[src/kfd_pkg.sv]
package kfd_pkg;

  // Default frame buffer size in bytes.
  localparam int BUFFER_DEPTH = 64;

  // Field widths.
  localparam int BYTE_W = 8;
  localparam int LEN_W  = 6;

  // KISS special characters.
  localparam logic [BYTE_W-1:0] FEND  = 8'hC0;
  localparam logic [BYTE_W-1:0] FESC  = 8'hDB;
  localparam logic [BYTE_W-1:0] TFEND = 8'hDC;
  localparam logic [BYTE_W-1:0] TFESC = 8'hDD;

  // Reset value of the payload limit register.
  localparam logic [LEN_W-1:0] MAX_PAYLOAD_RESET = 6'd63;

  // Number of commands held between the front and back parts.
  localparam int QUEUE_DEPTH = 2;

  // Commands from the classifier to the buffer controller.
  typedef enum logic [1:0] {
    OP_STORE = 2'd0,
    OP_CLOSE = 2'd1,
    OP_OVFL  = 2'd2
  } op_t;

  typedef struct packed {
    op_t               op;
    logic [BYTE_W-1:0] data;
    logic [LEN_W-1:0]  len;
  } cmd_t;

  // One result item.
  typedef struct packed {
    logic              status;
    logic [BYTE_W-1:0] command_byte;
    logic [LEN_W-1:0]  payload_length;
    logic              has_data;
    logic [BYTE_W-1:0] data_byte;
    logic              last;
  } res_t;

endpackage

[src/kfd_ifs.sv]
// Received byte channel.
interface kfd_in_if;
  logic                      valid;
  logic                      ready;
  logic [kfd_pkg::BYTE_W-1:0] in_byte;

  modport source (output valid, output in_byte, input ready);
  modport sink (input valid, input in_byte, output ready);
endinterface

// Result channel.
interface kfd_out_if;
  logic                      valid;
  logic                      ready;
  logic                      status;
  logic [kfd_pkg::BYTE_W-1:0] command_byte;
  logic [kfd_pkg::LEN_W-1:0]  payload_length;
  logic                      has_data;
  logic [kfd_pkg::BYTE_W-1:0] data_byte;
  logic                      last;

  modport source (output valid, output status, output command_byte, output payload_length,
                  output has_data, output data_byte, output last, input ready);
  modport sink (input valid, input status, input command_byte, input payload_length,
                input has_data, input data_byte, input last, output ready);
endinterface

// Configuration write channel.
interface kfd_cfg_if;
  logic                     valid;
  logic                     ready;
  logic [kfd_pkg::LEN_W-1:0] max_payload;

  modport source (output valid, output max_payload, input ready);
  modport sink (input valid, input max_payload, output ready);
endinterface

[src/kfd_front.sv]
module kfd_front #(
  parameter int BUFFER_DEPTH = kfd_pkg::BUFFER_DEPTH
) (
  input  logic                       clk,
  input  logic                       rst_n,
  input  logic                       in_valid,
  input  logic [kfd_pkg::BYTE_W-1:0] in_byte,
  output logic                       in_ready,
  input  logic [kfd_pkg::LEN_W-1:0]  max_payload,
  output logic                       q_push,
  output kfd_pkg::cmd_t              q_cmd,
  input  logic                       q_ready
);

  localparam int CW = $clog2(BUFFER_DEPTH + 1);

  logic                       inside_r, inside_nxt;
  logic                       esc_r, esc_nxt;
  logic [CW-1:0]              fill_r, fill_nxt;
  logic                       accept;
  logic [kfd_pkg::LEN_W:0]    fill_m1;
  logic [kfd_pkg::LEN_W-1:0]  close_len;
  logic [kfd_pkg::BYTE_W-1:0] unesc_byte;

  assign in_ready = q_ready;
  assign accept   = in_valid && q_ready;

  // Payload length of a closing frame: buffered bytes less the command, capped.
  assign fill_m1   = (kfd_pkg::LEN_W + 1)'(fill_r) - 1'b1;
  assign close_len = (fill_m1 > {1'b0, max_payload}) ? max_payload
                                                      : fill_m1[kfd_pkg::LEN_W-1:0];

  // Undo the escape of a byte that follows FESC.
  always_comb begin
    unesc_byte = in_byte;
    if (esc_r && in_byte == kfd_pkg::TFEND) begin
      unesc_byte = kfd_pkg::FEND;
    end else if (esc_r && in_byte == kfd_pkg::TFESC) begin
      unesc_byte = kfd_pkg::FESC;
    end
  end

  // Classify each received byte into a buffer command.
  always_comb begin
    inside_nxt = inside_r;
    esc_nxt    = esc_r;
    fill_nxt   = fill_r;
    q_push     = 1'b0;
    q_cmd      = '{op: kfd_pkg::OP_STORE, data: unesc_byte, len: '0};
    if (accept) begin
      if (in_byte == kfd_pkg::FEND) begin
        if (inside_r && fill_r != '0) begin
          q_push    = 1'b1;
          q_cmd.op  = kfd_pkg::OP_CLOSE;
          q_cmd.len = close_len;
        end
        inside_nxt = 1'b1;
        esc_nxt    = 1'b0;
        fill_nxt   = '0;
      end else if (inside_r) begin
        if (!esc_r && in_byte == kfd_pkg::FESC) begin
          esc_nxt = 1'b1;
        end else begin
          esc_nxt = 1'b0;
          q_push  = 1'b1;
          if (fill_r < CW'(BUFFER_DEPTH)) begin
            fill_nxt = CW'(fill_r + 1'b1);
          end else begin
            q_cmd.op   = kfd_pkg::OP_OVFL;
            fill_nxt   = '0;
            inside_nxt = 1'b0;
          end
        end
      end
    end
  end

  // Frame tracking state.
  always_ff @(posedge clk) begin
    if (!rst_n) begin
      inside_r <= 1'b0;
      esc_r    <= 1'b0;
      fill_r   <= '0;
    end else begin
      inside_r <= inside_nxt;
      esc_r    <= esc_nxt;
      fill_r   <= fill_nxt;
    end
  end

endmodule

[src/kfd_queue.sv]
module kfd_queue (
  input  logic          clk,
  input  logic          rst_n,
  input  logic          push,
  input  kfd_pkg::cmd_t push_cmd,
  output logic          push_ready,
  output logic          pop_valid,
  output kfd_pkg::cmd_t pop_cmd,
  input  logic          pop
);

  localparam int DEPTH = kfd_pkg::QUEUE_DEPTH;
  localparam int PW    = (DEPTH > 1) ? $clog2(DEPTH) : 1;
  localparam int NW    = $clog2(DEPTH + 1);

  kfd_pkg::cmd_t entry_r [DEPTH];
  logic [PW-1:0] wr_ptr_r, wr_ptr_nxt;
  logic [PW-1:0] rd_ptr_r, rd_ptr_nxt;
  logic [NW-1:0] count_r, count_nxt;
  logic          do_push, do_pop;

  assign push_ready = (count_r != NW'(DEPTH));
  assign pop_valid  = (count_r != '0);
  assign pop_cmd    = entry_r[rd_ptr_r];
  assign do_push    = push && push_ready;
  assign do_pop     = pop && pop_valid;

  // Pointer and occupancy update.
  always_comb begin
    wr_ptr_nxt = wr_ptr_r;
    rd_ptr_nxt = rd_ptr_r;
    count_nxt  = count_r;
    if (do_push) begin
      wr_ptr_nxt = (wr_ptr_r == PW'(DEPTH - 1)) ? '0 : PW'(wr_ptr_r + 1'b1);
    end
    if (do_pop) begin
      rd_ptr_nxt = (rd_ptr_r == PW'(DEPTH - 1)) ? '0 : PW'(rd_ptr_r + 1'b1);
    end
    if (do_push && !do_pop) begin
      count_nxt = NW'(count_r + 1'b1);
    end else if (do_pop && !do_push) begin
      count_nxt = NW'(count_r - 1'b1);
    end
  end

  always_ff @(posedge clk) begin
    if (!rst_n) begin
      wr_ptr_r <= '0;
      rd_ptr_r <= '0;
      count_r  <= '0;
    end else begin
      wr_ptr_r <= wr_ptr_nxt;
      rd_ptr_r <= rd_ptr_nxt;
      count_r  <= count_nxt;
    end
  end

  // Entry storage.
  always_ff @(posedge clk) begin
    if (do_push) begin
      entry_r[wr_ptr_r] <= push_cmd;
    end
  end

endmodule

[src/kfd_back.sv]
module kfd_back #(
  parameter int BUFFER_DEPTH = kfd_pkg::BUFFER_DEPTH
) (
  input  logic          clk,
  input  logic          rst_n,
  input  logic          q_valid,
  input  kfd_pkg::cmd_t q_cmd,
  output logic          q_pop,
  output logic          out_valid,
  input  logic          out_ready,
  output kfd_pkg::res_t out_res
);

  localparam int AW = (BUFFER_DEPTH > 1) ? $clog2(BUFFER_DEPTH) : 1;

  typedef enum logic [2:0] {
    ST_IDLE = 3'b001,
    ST_CMD  = 3'b010,
    ST_DATA = 3'b100
  } state_t;

  state_t                     state_r, state_nxt;
  logic [kfd_pkg::BYTE_W-1:0] mem [BUFFER_DEPTH];
  logic [kfd_pkg::BYTE_W-1:0] rd_data_r;
  logic [AW-1:0]              wr_ptr_r, wr_ptr_nxt;
  logic [AW-1:0]              rd_addr;
  logic                       rd_en;
  logic                       wr_en;
  logic [kfd_pkg::LEN_W-1:0]  len_r, len_nxt;
  logic [kfd_pkg::LEN_W-1:0]  idx_r, idx_nxt;
  logic [kfd_pkg::BYTE_W-1:0] cmd_r, cmd_nxt;
  logic                       out_valid_r;
  kfd_pkg::res_t              res_r;
  kfd_pkg::res_t              res_load;
  logic                       load;
  logic                       out_free;

  assign out_valid = out_valid_r;
  assign out_res   = res_r;
  assign out_free  = !out_valid_r || out_ready;

  // Sequencer: executes buffer writes, frame readout and overflow reports.
  always_comb begin
    state_nxt  = state_r;
    wr_ptr_nxt = wr_ptr_r;
    len_nxt    = len_r;
    idx_nxt    = idx_r;
    cmd_nxt    = cmd_r;
    q_pop      = 1'b0;
    wr_en      = 1'b0;
    rd_en      = 1'b0;
    rd_addr    = '0;
    load       = 1'b0;
    res_load   = '0;
    case (state_r)
      ST_IDLE: begin
        if (q_valid) begin
          case (q_cmd.op)
            kfd_pkg::OP_STORE: begin
              q_pop      = 1'b1;
              wr_en      = 1'b1;
              wr_ptr_nxt = AW'(wr_ptr_r + 1'b1);
            end
            kfd_pkg::OP_CLOSE: begin
              q_pop      = 1'b1;
              rd_en      = 1'b1;
              wr_ptr_nxt = '0;
              len_nxt    = q_cmd.len;
              state_nxt  = ST_CMD;
            end
            kfd_pkg::OP_OVFL: begin
              if (out_free) begin
                q_pop           = 1'b1;
                wr_ptr_nxt      = '0;
                load            = 1'b1;
                res_load.status = 1'b1;
                res_load.last   = 1'b1;
              end
            end
            default: begin
              q_pop = 1'b1;
            end
          endcase
        end
      end
      ST_CMD: begin
        // The command byte from address zero is on the read port now.
        cmd_nxt = rd_data_r;
        if (len_r == '0) begin
          if (out_free) begin
            load                  = 1'b1;
            res_load.command_byte = rd_data_r;
            res_load.last         = 1'b1;
            state_nxt             = ST_IDLE;
          end
        end else begin
          rd_en     = 1'b1;
          rd_addr   = AW'(1);
          idx_nxt   = kfd_pkg::LEN_W'(1);
          state_nxt = ST_DATA;
        end
      end
      ST_DATA: begin
        // One payload byte per cycle while the output register drains.
        if (out_free) begin
          load                    = 1'b1;
          res_load.command_byte   = cmd_r;
          res_load.payload_length = len_r;
          res_load.has_data       = 1'b1;
          res_load.data_byte      = rd_data_r;
          res_load.last           = (idx_r == len_r);
          if (idx_r == len_r) begin
            state_nxt = ST_IDLE;
          end else begin
            idx_nxt = kfd_pkg::LEN_W'(idx_r + 1'b1);
            rd_en   = 1'b1;
            rd_addr = idx_nxt[AW-1:0];
          end
        end
      end
      default: begin
        state_nxt = ST_IDLE;
      end
    endcase
  end

  // Control registers.
  always_ff @(posedge clk) begin
    if (!rst_n) begin
      state_r     <= ST_IDLE;
      wr_ptr_r    <= '0;
      out_valid_r <= 1'b0;
    end else begin
      state_r  <= state_nxt;
      wr_ptr_r <= wr_ptr_nxt;
      if (load) begin
        out_valid_r <= 1'b1;
      end else if (out_ready) begin
        out_valid_r <= 1'b0;
      end
    end
  end

  // Readout context and output payload.
  always_ff @(posedge clk) begin
    len_r <= len_nxt;
    idx_r <= idx_nxt;
    cmd_r <= cmd_nxt;
    if (load) begin
      res_r <= res_load;
    end
  end

  // Frame buffer with one write and one registered read port.
  always_ff @(posedge clk) begin
    if (wr_en) begin
      mem[wr_ptr_r] <= q_cmd.data;
    end
    if (rd_en) begin
      rd_data_r <= mem[rd_addr];
    end
  end

endmodule

[src/kiss_frame_decoder.sv]
// KISS receive deframer, store and forward.
// in_ch carries one received byte per transaction (in_byte). Bytes are
// unescaped and buffered; a FEND that closes a non-empty frame starts a run
// of results on out_ch: one per payload byte (or one with has_data low for
// an empty payload), each with the command byte and the truncated length,
// last set on the final one. A byte that overflows the buffer yields a single
// result with status high and drops the frame.
// cfg_ch writes max_payload (reset 63); it is always ready and is meant to
// be written while no frame is in flight.
// Flow: a byte is classified in the cycle it is accepted and queued. With an
// empty queue, the first result of a frame passes through the command queue,
// the ST_CMD and ST_DATA buffer reads (no ST_DATA read for an empty payload)
// and the output register; the run then delivers one result per cycle while
// out_ch is ready. An overflow report passes through the queue and the output
// register. The buffer has one read port, so while a frame is read out, in_ch
// accepts bytes only until the two-entry command queue fills.
// When out_ch stalls, the result is held in the output register and the
// readout pauses. Reset clears the frame state, the queue and the output
// valid; buffer contents are not cleared and need not be.
module kiss_frame_decoder #(
  parameter int BUFFER_DEPTH = kfd_pkg::BUFFER_DEPTH
) (
  input logic              clk,
  input logic              rst_n,
  kfd_in_if.sink           in_ch,
  kfd_out_if.source        out_ch,
  kfd_cfg_if.sink          cfg_ch
);

  logic [kfd_pkg::LEN_W-1:0] max_payload_r;
  logic                      push;
  logic                      push_ready;
  kfd_pkg::cmd_t             push_cmd;
  logic                      pop_valid;
  logic                      pop;
  kfd_pkg::cmd_t             pop_cmd;
  kfd_pkg::res_t             res;

  // Payload limit register.
  assign cfg_ch.ready = 1'b1;

  always_ff @(posedge clk) begin
    if (!rst_n) begin
      max_payload_r <= kfd_pkg::MAX_PAYLOAD_RESET;
    end else if (cfg_ch.valid) begin
      max_payload_r <= cfg_ch.max_payload;
    end
  end

  // Byte classifier.
  kfd_front #(
    .BUFFER_DEPTH(BUFFER_DEPTH)
  ) u_front (
    .clk        (clk),
    .rst_n      (rst_n),
    .in_valid   (in_ch.valid),
    .in_byte    (in_ch.in_byte),
    .in_ready   (in_ch.ready),
    .max_payload(max_payload_r),
    .q_push     (push),
    .q_cmd      (push_cmd),
    .q_ready    (push_ready)
  );

  // Command queue between classifier and buffer controller.
  kfd_queue u_queue (
    .clk       (clk),
    .rst_n     (rst_n),
    .push      (push),
    .push_cmd  (push_cmd),
    .push_ready(push_ready),
    .pop_valid (pop_valid),
    .pop_cmd   (pop_cmd),
    .pop       (pop)
  );

  // Frame buffer and readout.
  kfd_back #(
    .BUFFER_DEPTH(BUFFER_DEPTH)
  ) u_back (
    .clk      (clk),
    .rst_n    (rst_n),
    .q_valid  (pop_valid),
    .q_cmd    (pop_cmd),
    .q_pop    (pop),
    .out_valid(out_ch.valid),
    .out_ready(out_ch.ready),
    .out_res  (res)
  );

  assign out_ch.status         = res.status;
  assign out_ch.command_byte   = res.command_byte;
  assign out_ch.payload_length = res.payload_length;
  assign out_ch.has_data       = res.has_data;
  assign out_ch.data_byte      = res.data_byte;
  assign out_ch.last           = res.last;

endmodule

[src/flat_wrapper.sv]
// flat-port wrapper written by rule: the top's interface ports become plain ports
module kiss_frame_decoder_flat 
#(
  parameter int BUFFER_DEPTH = kfd_pkg::BUFFER_DEPTH
)
  (clk, rst_n, in_ch_valid, in_ch_in_byte, in_ch_ready, out_ch_valid, out_ch_status, out_ch_command_byte, out_ch_payload_length, out_ch_has_data, out_ch_data_byte, out_ch_last, out_ch_ready, cfg_ch_valid, cfg_ch_max_payload, cfg_ch_ready);
  kfd_in_if in_ch_i ();
  kfd_out_if out_ch_i ();
  kfd_cfg_if cfg_ch_i ();
  input logic clk;
  input logic rst_n;
  input wire logic [$bits(in_ch_i.valid)-1:0] in_ch_valid;
  input wire logic [$bits(in_ch_i.in_byte)-1:0] in_ch_in_byte;
  output wire logic [$bits(in_ch_i.ready)-1:0] in_ch_ready;
  output wire logic [$bits(out_ch_i.valid)-1:0] out_ch_valid;
  output wire logic [$bits(out_ch_i.status)-1:0] out_ch_status;
  output wire logic [$bits(out_ch_i.command_byte)-1:0] out_ch_command_byte;
  output wire logic [$bits(out_ch_i.payload_length)-1:0] out_ch_payload_length;
  output wire logic [$bits(out_ch_i.has_data)-1:0] out_ch_has_data;
  output wire logic [$bits(out_ch_i.data_byte)-1:0] out_ch_data_byte;
  output wire logic [$bits(out_ch_i.last)-1:0] out_ch_last;
  input wire logic [$bits(out_ch_i.ready)-1:0] out_ch_ready;
  input wire logic [$bits(cfg_ch_i.valid)-1:0] cfg_ch_valid;
  input wire logic [$bits(cfg_ch_i.max_payload)-1:0] cfg_ch_max_payload;
  output wire logic [$bits(cfg_ch_i.ready)-1:0] cfg_ch_ready;
  assign in_ch_i.valid = in_ch_valid;
  assign in_ch_i.in_byte = in_ch_in_byte;
  assign in_ch_ready = in_ch_i.ready;
  assign out_ch_valid = out_ch_i.valid;
  assign out_ch_status = out_ch_i.status;
  assign out_ch_command_byte = out_ch_i.command_byte;
  assign out_ch_payload_length = out_ch_i.payload_length;
  assign out_ch_has_data = out_ch_i.has_data;
  assign out_ch_data_byte = out_ch_i.data_byte;
  assign out_ch_last = out_ch_i.last;
  assign out_ch_i.ready = out_ch_ready;
  assign cfg_ch_i.valid = cfg_ch_valid;
  assign cfg_ch_i.max_payload = cfg_ch_max_payload;
  assign cfg_ch_ready = cfg_ch_i.ready;
  kiss_frame_decoder #(.BUFFER_DEPTH(BUFFER_DEPTH)) u_core (.clk(clk), .rst_n(rst_n), .in_ch(in_ch_i), .out_ch(out_ch_i), .cfg_ch(cfg_ch_i));
endmodule
[config.mk]
export PLATFORM = sky130hd
export DESIGN_NAME = kiss_frame_decoder_flat
export DESIGN_NICKNAME = d
export VERILOG_FILES = /design/src/kfd_pkg.sv /design/src/kfd_ifs.sv /design/src/kfd_front.sv /design/src/kfd_queue.sv /design/src/kfd_back.sv /design/src/kiss_frame_decoder.sv /design/src/flat_wrapper.sv
export SDC_FILE = /design/constraint.sdc
export NUM_CORES = 1
export LEC_CHECK = 0
export BUFFER_PORTS_ARGS = -buffer_cell sky130_fd_sc_hd__buf_2
export CAP_MARGIN = 25
export CORE_ASPECT_RATIO = 0.6
export CORE_MARGIN = 4
export CORE_UTILIZATION = 50
export CTS_CLUSTER_DIAMETER = 30
export DETAILED_ROUTE_END_ITERATION = 10
export GPL_ROUTABILITY_DRIVEN = 1
export PLACE_DENSITY = 0.66
export SETUP_SLACK_MARGIN = 0.5
export SKIP_CTS_REPAIR_TIMING = 1
export SLEW_MARGIN = 15
export SYNTH_ARGS = -nofsm -noshare
export SYNTH_HDL_FRONTEND = slang
export SYNTH_SLANG_ARGS = --single-unit
[constraint.sdc]
create_clock -name clk -period 5 [get_ports clk]
set_input_delay 0.25 -clock clk [delete_from_list [all_inputs] [get_ports clk]]
set_output_delay 0.25 -clock clk [all_outputs]
set_load 0.02 [all_outputs]
# Yosys cells after proc, flatten, opt, wreduce, memory -nomap -nowiden
# Memories as Yosys holds them, arrays and structs flattened. A register that Yosys moved wholly into a read port is not among the register bits.
# Cells that the tools add are included.
# Widths: inputs -> output; s select.
dict set report word_totals {
  ram_bits 544
  output_inout_bits 28
  word_cells 160
  register_bits 74
  mem_count 2
  input_bits 19
}
# memory words width read_ports rd_clocked_by_memory_dff write_ports line
set mem_list {}
lappend mem_list {u_core.u_back.mem 64 8 1 1 1 kfd_back.sv:23} ;# logic [kfd_pkg::BYTE_W-1:0] mem [BUFFER_DEPTH];
lappend mem_list {u_core.u_queue.entry_r 2 16 1 1 1 kfd_queue.sv:16} ;# kfd_pkg::cmd_t entry_r [DEPTH];
dict set report classes {
  n_mux 79
  eq_ne 20
  order_cmp 2
  reduce_logical 30
  add_sub_neg 8
}
# operator n
set ops {}
lappend ops {{$mux 6} 10}
lappend ops {{$mux 1} 39}
lappend ops {{$eq 8x8->1 const B} 4}
lappend ops {{$mux 8} 4}
lappend ops {{$mux 7} 4}
lappend ops {{$mux 24} 1}
lappend ops {{$pmux 6 s2} 2}
lappend ops {{$mux 3} 6}
lappend ops {{$pmux 6 s3} 1}
lappend ops {{$pmux 8 s2} 1}
lappend ops {{$mux 2} 7}
lappend ops {{$ne 2x2->1 const B} 7}
lappend ops {{$add 6x1->6 const B} 2}
lappend ops {{$reduce_bool 2->1} 5}
lappend ops {{$logic_and 1x1->1} 9}
lappend ops {{$pmux 1 s3} 3}
lappend ops {{$pmux 3 s3} 1}
lappend ops {{$reduce_and 4->1} 2}
lappend ops {{$add 7x1->7 const B} 1}
lappend ops {{$gt 7x6->1} 1}
lappend ops {{$lt 7x7->1 const B} 1}
lappend ops {{$reduce_bool 7->1} 1}
lappend ops {{$sub 7x1->7 const B} 1}
lappend ops {{$eq 6x6->1} 1}
lappend ops {{18 further kinds} 25}

# Longest topological paths before layout
# Gate-level depths: netlist (run 1).
dict set report logic_depth {
  depth_word 11
  depth_mapped 13
  mapped_depth_nobuf 12
}

# Cells and area by module
# From an unflattened synthesis (run 1), not the netlist that was laid out.
dict set report hier_totals {
  cells_unflattened 1922
  area_unflattened_um2 25444.4
}
# module seq_area_each_um2 cells_each area_per_inst_um2 instances
set modules_own_cells {}
lappend modules_own_cells {kfd_back 17166.5 1686 22719.3 1}
lappend modules_own_cells {kfd_queue 1061.0 74 1393.8 1}
lappend modules_own_cells {kfd_front 180.2 141 1106.1 1}
lappend modules_own_cells {kiss_frame_decoder 120.1 21 225.2 1}

# Worst setup path before layout (run 1)
# Ideal clock, no wire load.
dict set report synth_path {
  path_type {register to register}
  startpoint {reg u_core.u_back.idx_r[0] (netlist name)}
  endpoint {reg u_core.u_back.rd_data_r[2] (netlist name), read port of u_core.u_back.mem (data pin)}
  arrival_ps 2903
  n_path_buf 3
  synth_period_minus_slack_ps 3160
  t_required_ps 4743
  path_stages_with_launch 13
  setup_time_ps 257
  setup_slack_ps 1840
  path_cell_list {edfxtp_1 -> ha_1 -> buf_2 -> clkinv_1 -> nor3_2 -> o21a_1 -> buf_2 -> clkbuf_1 -> mux2i_1 -> o22ai_1 -> nor4_1 -> nand3_1 -> a32o_1}
}
dict set report synth_between {
  elab_chain_len 4
  elab_cells_between_ends 8
  classes_between {add/sub: 1; eq/ne: 1; mux: 6}
}
# element line
set synth_rtl {}
lappend synth_rtl {{from (decl)} kfd_back.sv:30} ;# logic [kfd_pkg::LEN_W-1:0] idx_r, idx_nxt;
lappend synth_rtl {{from (signal assigned)} kfd_back.sv:147} ;# idx_r <= idx_nxt;
lappend synth_rtl {{$add 6x1->6 / $eq 6x6->1 (equally long branches)} {kfd_back.sv:115, kfd_back.sv:112}}
lappend synth_rtl {{$mux 6 / $mux 1 (equally long branches)} kfd_back.sv:112} ;# if (idx_r == len_r) begin
lappend synth_rtl {{$mux 6 / $mux 1 (equally long branches)} kfd_back.sv:105} ;# if (out_free) begin
lappend synth_rtl {{$pmux 6 s2 / $pmux 1 s3 (equally long branches)} kfd_back.sv:55} ;# case (state_r)
lappend synth_rtl {{to (decl)} kfd_back.sv:24} ;# logic [kfd_pkg::BYTE_W-1:0] rd_data_r;
# Several ways; a longest one is shown, not always the timed one.
# A chain may end at the register's enable or synchronous reset.

# Final worst setup path (run 1)
dict set report layout_path {
  startpoint {reg u_core.u_back.idx_r[0] (netlist name)}
  endpoint {reg u_core.u_back.rd_data_r[3] (netlist name), read port of u_core.u_back.mem (data pin)}
}
# Same word-level chain as after synthesis.

==> summary.md, run 1 <==
| Metric | Value |
|---|---|
| Asr flop ratio synth | 0% |
| # nets final | 2022 |
| Slew headroom | between 20% and 30% |
| DRC violations left | 0 |
| Global-route wire length before repair | 102 mm |
| TNS Setup | 0 ps |
| Critical path class | flop to flop |
| Synth warn | 0 |
| Hold Crit Depth | 2 |
| Global route total overflow | 0 |
| Worst Path Required | 5320 ps |
| Startpoint Class | flop |
| Initial antenna violation count | 0 |
| CP bufs+invs | 1 |
| Area of placed instances | 26400 um^2 |
| Post-detail-place hpwl | 43.7 mm |
| Min Tclk post-route | 4200 ps |
| Type of the most critical hold path | input pin to flop |
| Worst R2R Setup Slack | roughly 800 ps |
| # IOs | 47 |
| CTS H-tree depth | 3 |
| Clk sinks | ~630 |
| Vias | 16652 |
| TritonCTS clock tree | built |
| Hold Fails Final Rpt | 0 |
| Avg Synthesized Cell Area | roughly 13 um^2 |
| Number of global-route vias before repair | 15696 |
| Total of max-cap violations | 0 |
| Pwr Density | 431 nW/um^2 |
| Vias/cell | 6.08 |
| Die height | 183 um |
| Comb power frac | around 5.1% |
| CP Capture Type | flop |
| Tot Pwr | between 10 and 15 mW |
| Slew Limit Fails | 0 |
| Sequential area share after synthesis | 72.8% |
| Post-synth EDFFs | 597 |
| F_max | 238 MHz |
| Clock Latency Late Sink | 610 ps |
| Internal Power | 9.68 mW |
| Final GP Congestion | between 0.9 and 1 |
| CP Data Arrival Time | around 4500 ps |
| #FFs+latches synth | 627 |
| Peak supply drop | 0.335 mV |
| Slowest stage delay, CP | 550 ps |
| Netlist Area Pre-Place | 25400 um^2 |
| Initial DRC Count | 2439 |
| R2R depth | 9 |
| Wirelength per Cell | 25.2 um |
| Gr usage total | 24.9% |
| R2r endpoint | u_core.u_back.rd_data_r[3]$_DFFE_PP_ |
| Critical Path Fanout Max | 24 |
| P_leak | a little over 10 nW |
| CP max stage cell | ha_2 |
| NetSw | 3.00 mW |
| Final setup viols | 0 |
| Drt total wl | between 60 and 70 mm |
| Synth Instances | 1911 |
| Clock Pin Slew Worst Setup and Hold Paths | ~60 ps |
| Die span in x | 299 um |
| Netlist cell types | 69 |
| Post-route cell area | 29400 um^2 |
| End of the worst hold path | u_core.u_queue.entry_r[1][7]$_DFFE_PP_ |
| Fin crit share | 84.0% |
| Core ar. | 49800 um^2 |
| Pin count of the biggest net entering global routing | between 100 and 150 |
| Critical path cell sequence | ha_2, clkinv_1, nor3_2, o21a_4, mux2i_1, o22ai_1, nor4_2, and3_1, o32ai_1 |
| Final setup skew | 31.6 ps |
| CTS buffer count | 85 |
| Most common cell after layout, fill and taps aside | edfxtp_1 |
| Status | finished clean |
| Clk buf depth | 3 |
| Slew @ Worst Pin | 1120 ps |
| Sequential share of power | between 40% and 50% |
| Die Area | between 50000 and 60000 um^2 |
| IO Port Bufs | 45 |
| Clk pwr share | 47.8% |
| Commonest non-fill, non-tap cells in the layout | 597 x edfxtp_1, 391 x nand2_1, 159 x nand3_1, 131 x nor2_1, 87 x clkbuf_16 |
| Reg2reg start | u_core.u_back.idx_r[0]$_SDFFCE_PP1P_ |
| RSZ-0062 raised after global routing | false |
| Post-Syn Nets | between 1500 and 2000 |
| Layout cells sized above 1 | 13.2% |
| Initial Util | 51.1% |
| Routed Antenna Nets | 0 |
| Antenna fix cells | 0 |
| Drt first pass iters | 6 |
| Switch share | 23.7% |
| Worst Min Path Start | in_ch_in_byte[1] |
| Top_reg_cell synth | edfxtp_1 |
| Root buf cell | clkbuf_16 |
| Fillcell total | 3907 |
| Cell family with most CP delay | simple AND/OR/NAND/NOR gates |
| # rows | between 60 and 70 |
| Area Overhead vs Synth | 15.7% |
==> synthesized netlist by cell type, types with 13 or more instances <==
master | number | area (um^2)
nand3_1 | 159 | 796
o22ai_1 | 22 | 138
dfxtp_1 | 30 | 601
mux2_2 | 15 | 169
nand4_1 | 16 | 100
and3_1 | 41 | 257
a21oi_1 | 65 | 325
clkbuf_1 | 40 | 150
nand2_1 | 391 | 1470
inv_1 | 17 | 63.8
a31oi_1 | 26 | 163
o221ai_1 | 24 | 210
o21ai_1 | 16 | 80.1
buf_2 | 40 | 200
xnor2_1 | 13 | 114
o21ai_0 | 21 | 105
ha_1 | 14 | 175
mux2i_1 | 42 | 420
xor2_1 | 14 | 123
nor2_1 | 132 | 495
edfxtp_1 | 597 | 17900
==> state kept, by name, indices dropped and copies added (netlist names), 2 cells and up, named ones only <==
register,count
u_core.u_back.mem,512
u_core.u_queue.entry_r,32
u_core.u_back.out_res,25
u_core.u_back.cmd_r,8
u_core.u_back.rd_data_r,8
u_core.u_front.fill_r,7
u_core.max_payload_r,6
u_core.u_back.idx_r,6
u_core.u_back.len_r,6
u_core.u_back.wr_ptr_r,6
u_core.u_back.state_r,3
u_core.u_queue.count_r,2
==> per-stage QoR <==
step	setup slack [ps]	utilization [%]	hold WS, ps	instances
5_1_grt	668	59.1	0.672	2739
3_3_place_gp	769	52.9	459	2567
4_1_cts	641	58.7	-157	2723
2_1_floorplan	1840	-	376	1911
6_report	800	59.1	7.50	2739
3_5_place_dp	642	53.0	471	2568
==> worst max-delay path by stage <==
stage          depth (start not counted)                              endpoint  slack [ps]                            startpoint
6_report                               9  u_core.u_back.rd_data_r[3]$_DFFE_PP_         800  u_core.u_back.idx_r[0]$_SDFFCE_PP1P_
2_1_floorplan                         12  u_core.u_back.rd_data_r[2]$_DFFE_PP_        1840  u_core.u_back.idx_r[0]$_SDFFCE_PP1P_
5_1_grt                               10  u_core.u_back.rd_data_r[3]$_DFFE_PP_         670  u_core.u_back.idx_r[0]$_SDFFCE_PP1P_
3_5_place_dp                           9  u_core.u_back.rd_data_r[3]$_DFFE_PP_         640  u_core.u_back.idx_r[0]$_SDFFCE_PP1P_
3_3_place_gp                           9  u_core.u_back.rd_data_r[3]$_DFFE_PP_         770  u_core.u_back.idx_r[0]$_SDFFCE_PP1P_
4_1_cts                                9  u_core.u_back.rd_data_r[3]$_DFFE_PP_         640  u_core.u_back.idx_r[0]$_SDFFCE_PP1P_
==> routing by layer <==
layer / vias to the layer above / GRT usage, % / wire (um)
li1: 7316 / - / -
met1: 8175 / 40.0 / 31200
met2: 1032 / 32.5 / 27300
met3: 129 / 7.60 / 8810
met4: 0 / 7.08 / 1640
met5: - / 0 / 0
==> power by group through the flow <==
stage / Clock, mW / Combinational [mW] / Sequential [mW]
4_1_cts: 6.10 / 0.627 / 5.99
5_1_grt: 6.36 / 0.684 / 5.99
3_3_place_gp: 0 / 0.601 / 6.10
2_1_floorplan: 0 / 0.325 / 6.10
3_5_place_dp: 0 / 0.623 / 6.10
6_report: 6.06 / 0.641 / 5.99
==> cell type report <==
class,count,area [um^2],area share [%]
multi-input combinational,1163,6410,21.8
tap,682,853,2.90
clock buffer,93,2210,7.51
sequential,627,18500,62.9
inverter,18,67.6,0.230
timing repair buffer,94,708,2.41
clock inverter,62,656,2.23
==> worst register-to-register path, stage by stage, from the launching register on <==
cell and delay [ps]:
edfxtp_1 510, ha_2 550, clkinv_1 350, nor3_2 440, o21a_4 490, mux2i_1 270
o22ai_1 120, nor4_2 550, and3_1 530, o32ai_1 140
==> logic make-up after synthesis <==
family                     count (synthesis)  synth area share (%)
xor gates and xnor gates                  29                  1.06
buffers and inverters                    121                  2.22
other                                      1                0.0147
muxes                                     57                  2.32
AOI/OAI and AO/OA                        249                  6.63
DFF                                      627                  72.8
and+or+nand+nor                          813                  14.3
adders and majority gates                 14                 0.688
Power figures use the tool's default switching activity.
==> run 2, diff against run 1 <==
Settings changed: ABC_AREA set to 1.
Clock period 5 ns to 4.1 ns, I/O delays scaled along.
==> run 2 against run 1 <==
Compared with the run above:
- first-iteration DRC count up 6.2%
- sequential power up 24%
- sequential share of layout area down 5.4 points
- clock-buffer cell count down 3
- highest routed layer is now met5
- synthesized cell count up 33%
- global-route usage down 0.74 points
- utilization down 0.15 points
- largest cell class unchanged
- worst hold slack better by 34 ps
- non-clock buffer count up 69
- clock skew down 9.8 ps
==> summary.md, run 2 <==
| Metric | Value |
|---|---|
| TritonCTS clock tree | built (unchanged) |
| Netlist cell types | 38 (was 69) |
| TNS Setup | 0 ps (unchanged) |
| R2r endpoint | u_core.u_back.mem[8][0]$_DFFE_PP_ (was u_core.u_back.rd_data_r[3]$_DFFE_PP_) |
| Internal Power | 12.0 mW (was 9.68 mW) |
| Drt first pass iters | 6 (unchanged) |
| Vias/cell | 5.64 (was 6.08) |
| Fin Hold WS | 41.6 ps (was 7.50 ps) |
| Post-detail-place hpwl | 43.0 mm (was 43.7 mm) |
| Layout cells sized above 1 | 11.1% (was 13.2%) |
| Biggest register | u_core.u_back.mem (unchanged) |
| Synth Instances | 2550 (was 1911) |
| # IOs | 47 (unchanged) |
| Final Non-Filler Cells | 3469 (was 2739) |
| Avg Synthesized Cell Area | 10.9 um^2 (was 13.3 um^2) |
| CTS H-tree depth | 3 (unchanged) |
| CP max stage cell | dfxtp_1 (was ha_2) |
| Initial DRC Count | 2591 (was 2439) |
| Type of the most critical hold path | input pin to flop (unchanged) |
| Critical path class | flop to flop (unchanged) |
| Fin crit share | 83.4% (was 84.0%) |
| Ranking of synthesized cells by area | edfxtp_1 64%, nand3_1 10%, nand2_1 5.1%, nand3b_1 5.0%, inv_1 4.9% (was edfxtp_1 70%, nand2_1 5.8%, nand3_1 3.1%, dfxtp_1 2.4%, nor2_1 1.9%) |
| Vias | 19565 (was 16652) |
| Min Tclk post-route | 3420 ps (was 4200 ps) |
| Wirelength per Cell | 21.0 um (was 25.2 um) |
| Sequential share of power | 47.1% (was 47.2%) |
| Netlist Area Pre-Place | 27800 um^2 (was 25400 um^2) |
| Slew @ Worst Pin | 1010 ps (was 1120 ps) |
| NetSw | 3.78 mW (was 3.00 mW) |
| Hold Fails Final Rpt | 0 (unchanged) |
| Area of the multi-input gates | 7190 um^2 (was 6410 um^2) |
| Hold Crit Depth | 3 (was 2) |
| Worst Path Required | 4350 ps (was 5320 ps) |
| P_leak | 12.4 nW (was 10.2 nW) |
| Root buf cell | clkbuf_16 (unchanged) |
| Number of global-route vias before repair | 18777 (was 15696) |
| Startpoint Class | flop (unchanged) |
| Worst setup margin | 681 ps (was 800 ps) |
| Final GP Congestion | 0.901 (was 0.920) |
| Peak supply drop | 0.390 mV (was 0.335 mV) |
| Clk sinks | 627 (unchanged) |
| Global-route wire length before repair | 111 mm (was 102 mm) |
| Max reg flops | 512 (unchanged) |
| IO Port Bufs | 45 (unchanged) |
| FF/Latch Area | 18500 um^2 (unchanged) |
| Post-Syn Nets | 2583 (was 1944) |
| Critical Path Fanout Max | 18 (was 24) |
| Placed Instances | 3291 (was 2568) |
| Tot Pwr | 15.8 mW (was 12.7 mW) |
| Initial Util | 51.0% (was 51.1%) |
| Switch share | 23.9% (was 23.7%) |
| CP bufs+invs | 0 (was 1) |
| Top cell type by total area after synthesis | edfxtp_1 (unchanged) |
| Global route total overflow | 0 (unchanged) |
| #FFs+latches synth | 627 (unchanged) |
| Most common cell after layout, fill and taps aside | edfxtp_1 (unchanged) |
| Status | finished clean (unchanged) |
| Final setup skew | 21.8 ps (was 31.6 ps) |
| R2R depth | 7 (was 9) |
| CTS buffer count | 82 (was 85) |
| Routed Antenna Nets | 0 (unchanged) |
| Worst Min Path Start | in_ch_in_byte[1] (unchanged) |
| Clock Pin Slew Worst Setup and Hold Paths | 60 ps (about the same) |
| Comb power frac | 6.7% (was 5.1%) |
| Total of max-cap violations | 0 (unchanged) |
| Slew Limit Fails | 0 (unchanged) |
| Clock Latency Late Sink | 620 ps (was 610 ps) |
| Clk pwr share | 46.3% (was 47.8%) |
| Slowest stage delay, CP | 830 ps (was 550 ps) |
| Setup Slack @ Placement | 749 ps (was 642 ps) |
| Synth warn | 0 (unchanged) |
| Die height | 191 um (was 183 um) |
| End of the worst hold path | u_core.u_queue.entry_r[1][7]$_DFFE_PP_ (unchanged) |
| Count leader, synth | edfxtp_1 (unchanged) |
| Cell family with most CP delay | simple AND/OR/NAND/NOR gates (unchanged) |
| Asr flop ratio synth | 0% (unchanged) |
| Drt total wl | 72.7 mm (was 68.9 mm) |
| Area Overhead vs Synth | 15.5% (was 15.7%) |
| Share of the synthesized area in the top cell type | 64.4% (was 70.5%) |
| Pwr Density | 491 nW/um^2 (was 431 nW/um^2) |
| Commonest non-fill, non-tap cells in the layout | 597 x edfxtp_1, 567 x nand3_1, 379 x nand2_1, 366 x inv_1, 186 x nand3b_1 (was 597 x edfxtp_1, 391 x nand2_1, 159 x nand3_1, 131 x nor2_1, 87 x clkbuf_16) |
| Worst R2R Setup Slack | 680 ps (was 800 ps) |
| F_max | 292 MHz (was 238 MHz) |
| DRC violations left | 0 (unchanged) |
| Antenna fix cells | 0 (unchanged) |
| Post-synth EDFFs | 597 (unchanged) |
| Sequential area share after synthesis | 66.5% (was 72.8%) |
| Slew headroom | 32.8% (was 25.3%) |
| Gr usage total | 24.2% (was 24.9%) |
| Clk buf depth | 3 (unchanged) |
| Synth top cells by count | 597 x edfxtp_1, 567 x nand3_1, 379 x nand2_1 (was 597 x edfxtp_1, 391 x nand2_1, 159 x nand3_1) |
| Die span in x | 313 um (was 299 um) |
| Critical path cell sequence | nand2_1, o21ai_0, ha_1, nand2_1, nor2_1, nand3_1, nor2_1 (was ha_2, clkinv_1, nor3_2, o21a_4, mux2i_1, o22ai_1, nor4_2, and3_1, o32ai_1) |
| CP Capture Type | flop (unchanged) |
| Initial antenna violation count | 1 (was 0) |
| # rows | 66 (was 63) |
| Die Area | 59700 um^2 (was 54700 um^2) |
| # nets final | 2684 (was 2022) |
| Final setup viols | 0 (unchanged) |
| Core ar. | 54600 um^2 (was 49800 um^2) |
| CP Data Arrival Time | 3670 ps (was 4520 ps) |
| Pin count of the biggest net entering global routing | 170 (was 104) |
| Top_reg_cell synth | edfxtp_1 (unchanged) |
| Fillcell total | 4361 (was 3907) |
| RSZ-0062 raised after global routing | true (was false) |
run 2: cell families after synthesis:
| logic type | share of synthesized area (%) |
|---|---|
| XOR/XNOR | 0.157 |
| other | 0.0135 |
| adder cells (fa/ha/maj) | 0.629 |
| buffers and inverters | 7.77 |
| flip-flops | 66.5 |
| AND/OR/NAND/NOR | 22.8 |
| AO/OA/AOI/OAI | 1.52 |
| multiplexers | 0.566 |
run 2: area by class of cell:
| class | count | share of cell area (%) |
|---|---|---|
| Clock inverter | 64 | 2.04 |
| Inverter | 371 | 4.34 |
| Sequential cell | 627 | 57.6 |
| Tap cell | 748 | 2.91 |
| Timing Repair Buffer | 163 | 4.04 |
| Multi-Input combinational cell | 1406 | 22.3 |
| Clock buffer | 90 | 6.74 |
run 2: worst max path at each step:
stage | cells after the start | start | endpoint | slack, ps
finish | 7 | flop | u_core.u_back.mem[8][0]$_DFFE_PP_ | 680
global route | 7 | flop | u_core.u_back.mem[56][1]$_DFFE_PP_ | 480
CTS | 7 | flop | u_core.u_back.mem[0][4]$_DFFE_PP_ | 710
detailed placement | 7 | flop | u_core.u_back.mem[0][0]$_DFFE_PP_ | 750
global placement | 7 | flop | u_core.u_back.mem[0][7]$_DFFE_PP_ | 810
floorplan | 9 | flop | u_core.u_back.mem[0][0]$_DFFE_PP_ | 1500
run 2: routing by layer:
metal	vias to the layer above	track usage, %	part of all wire (%)
li1	8976	-	-
met1	9463	36.7	44
met2	991	34.1	42
met3	133	6.66	12
met4	2	6.96	2.3
met5	-	0	0.018
run 2: power groups by stage:
| stage | registers, mW | logic (mW) | clock network, mW |
|---|---|---|---|
| global placement | 7.56 | 0.977 | 0 |
| finish | 7.43 | 1.05 | 7.30 |
| detailed placement | 7.57 | 1.01 | 0 |
| floorplan | 7.61 | 0.479 | 0 |
| global route | 7.44 | 1.11 | 7.67 |
| CTS | 7.43 | 1.01 | 7.37 |
run 2: stage by stage:
stage / cell area (um^2) / util (%)
floorplan: 27800 / -
global placement: 29100 / 53.3
detailed placement: 29100 / 53.3
CTS: 31900 / 58.5
global route: 32200 / 58.9
finish: 32200 / 58.9
run 2: worst min-delay path, cell delays in order:
cell and delay (ps):
buf_2 120, inv_1 70, a21oi_1 80
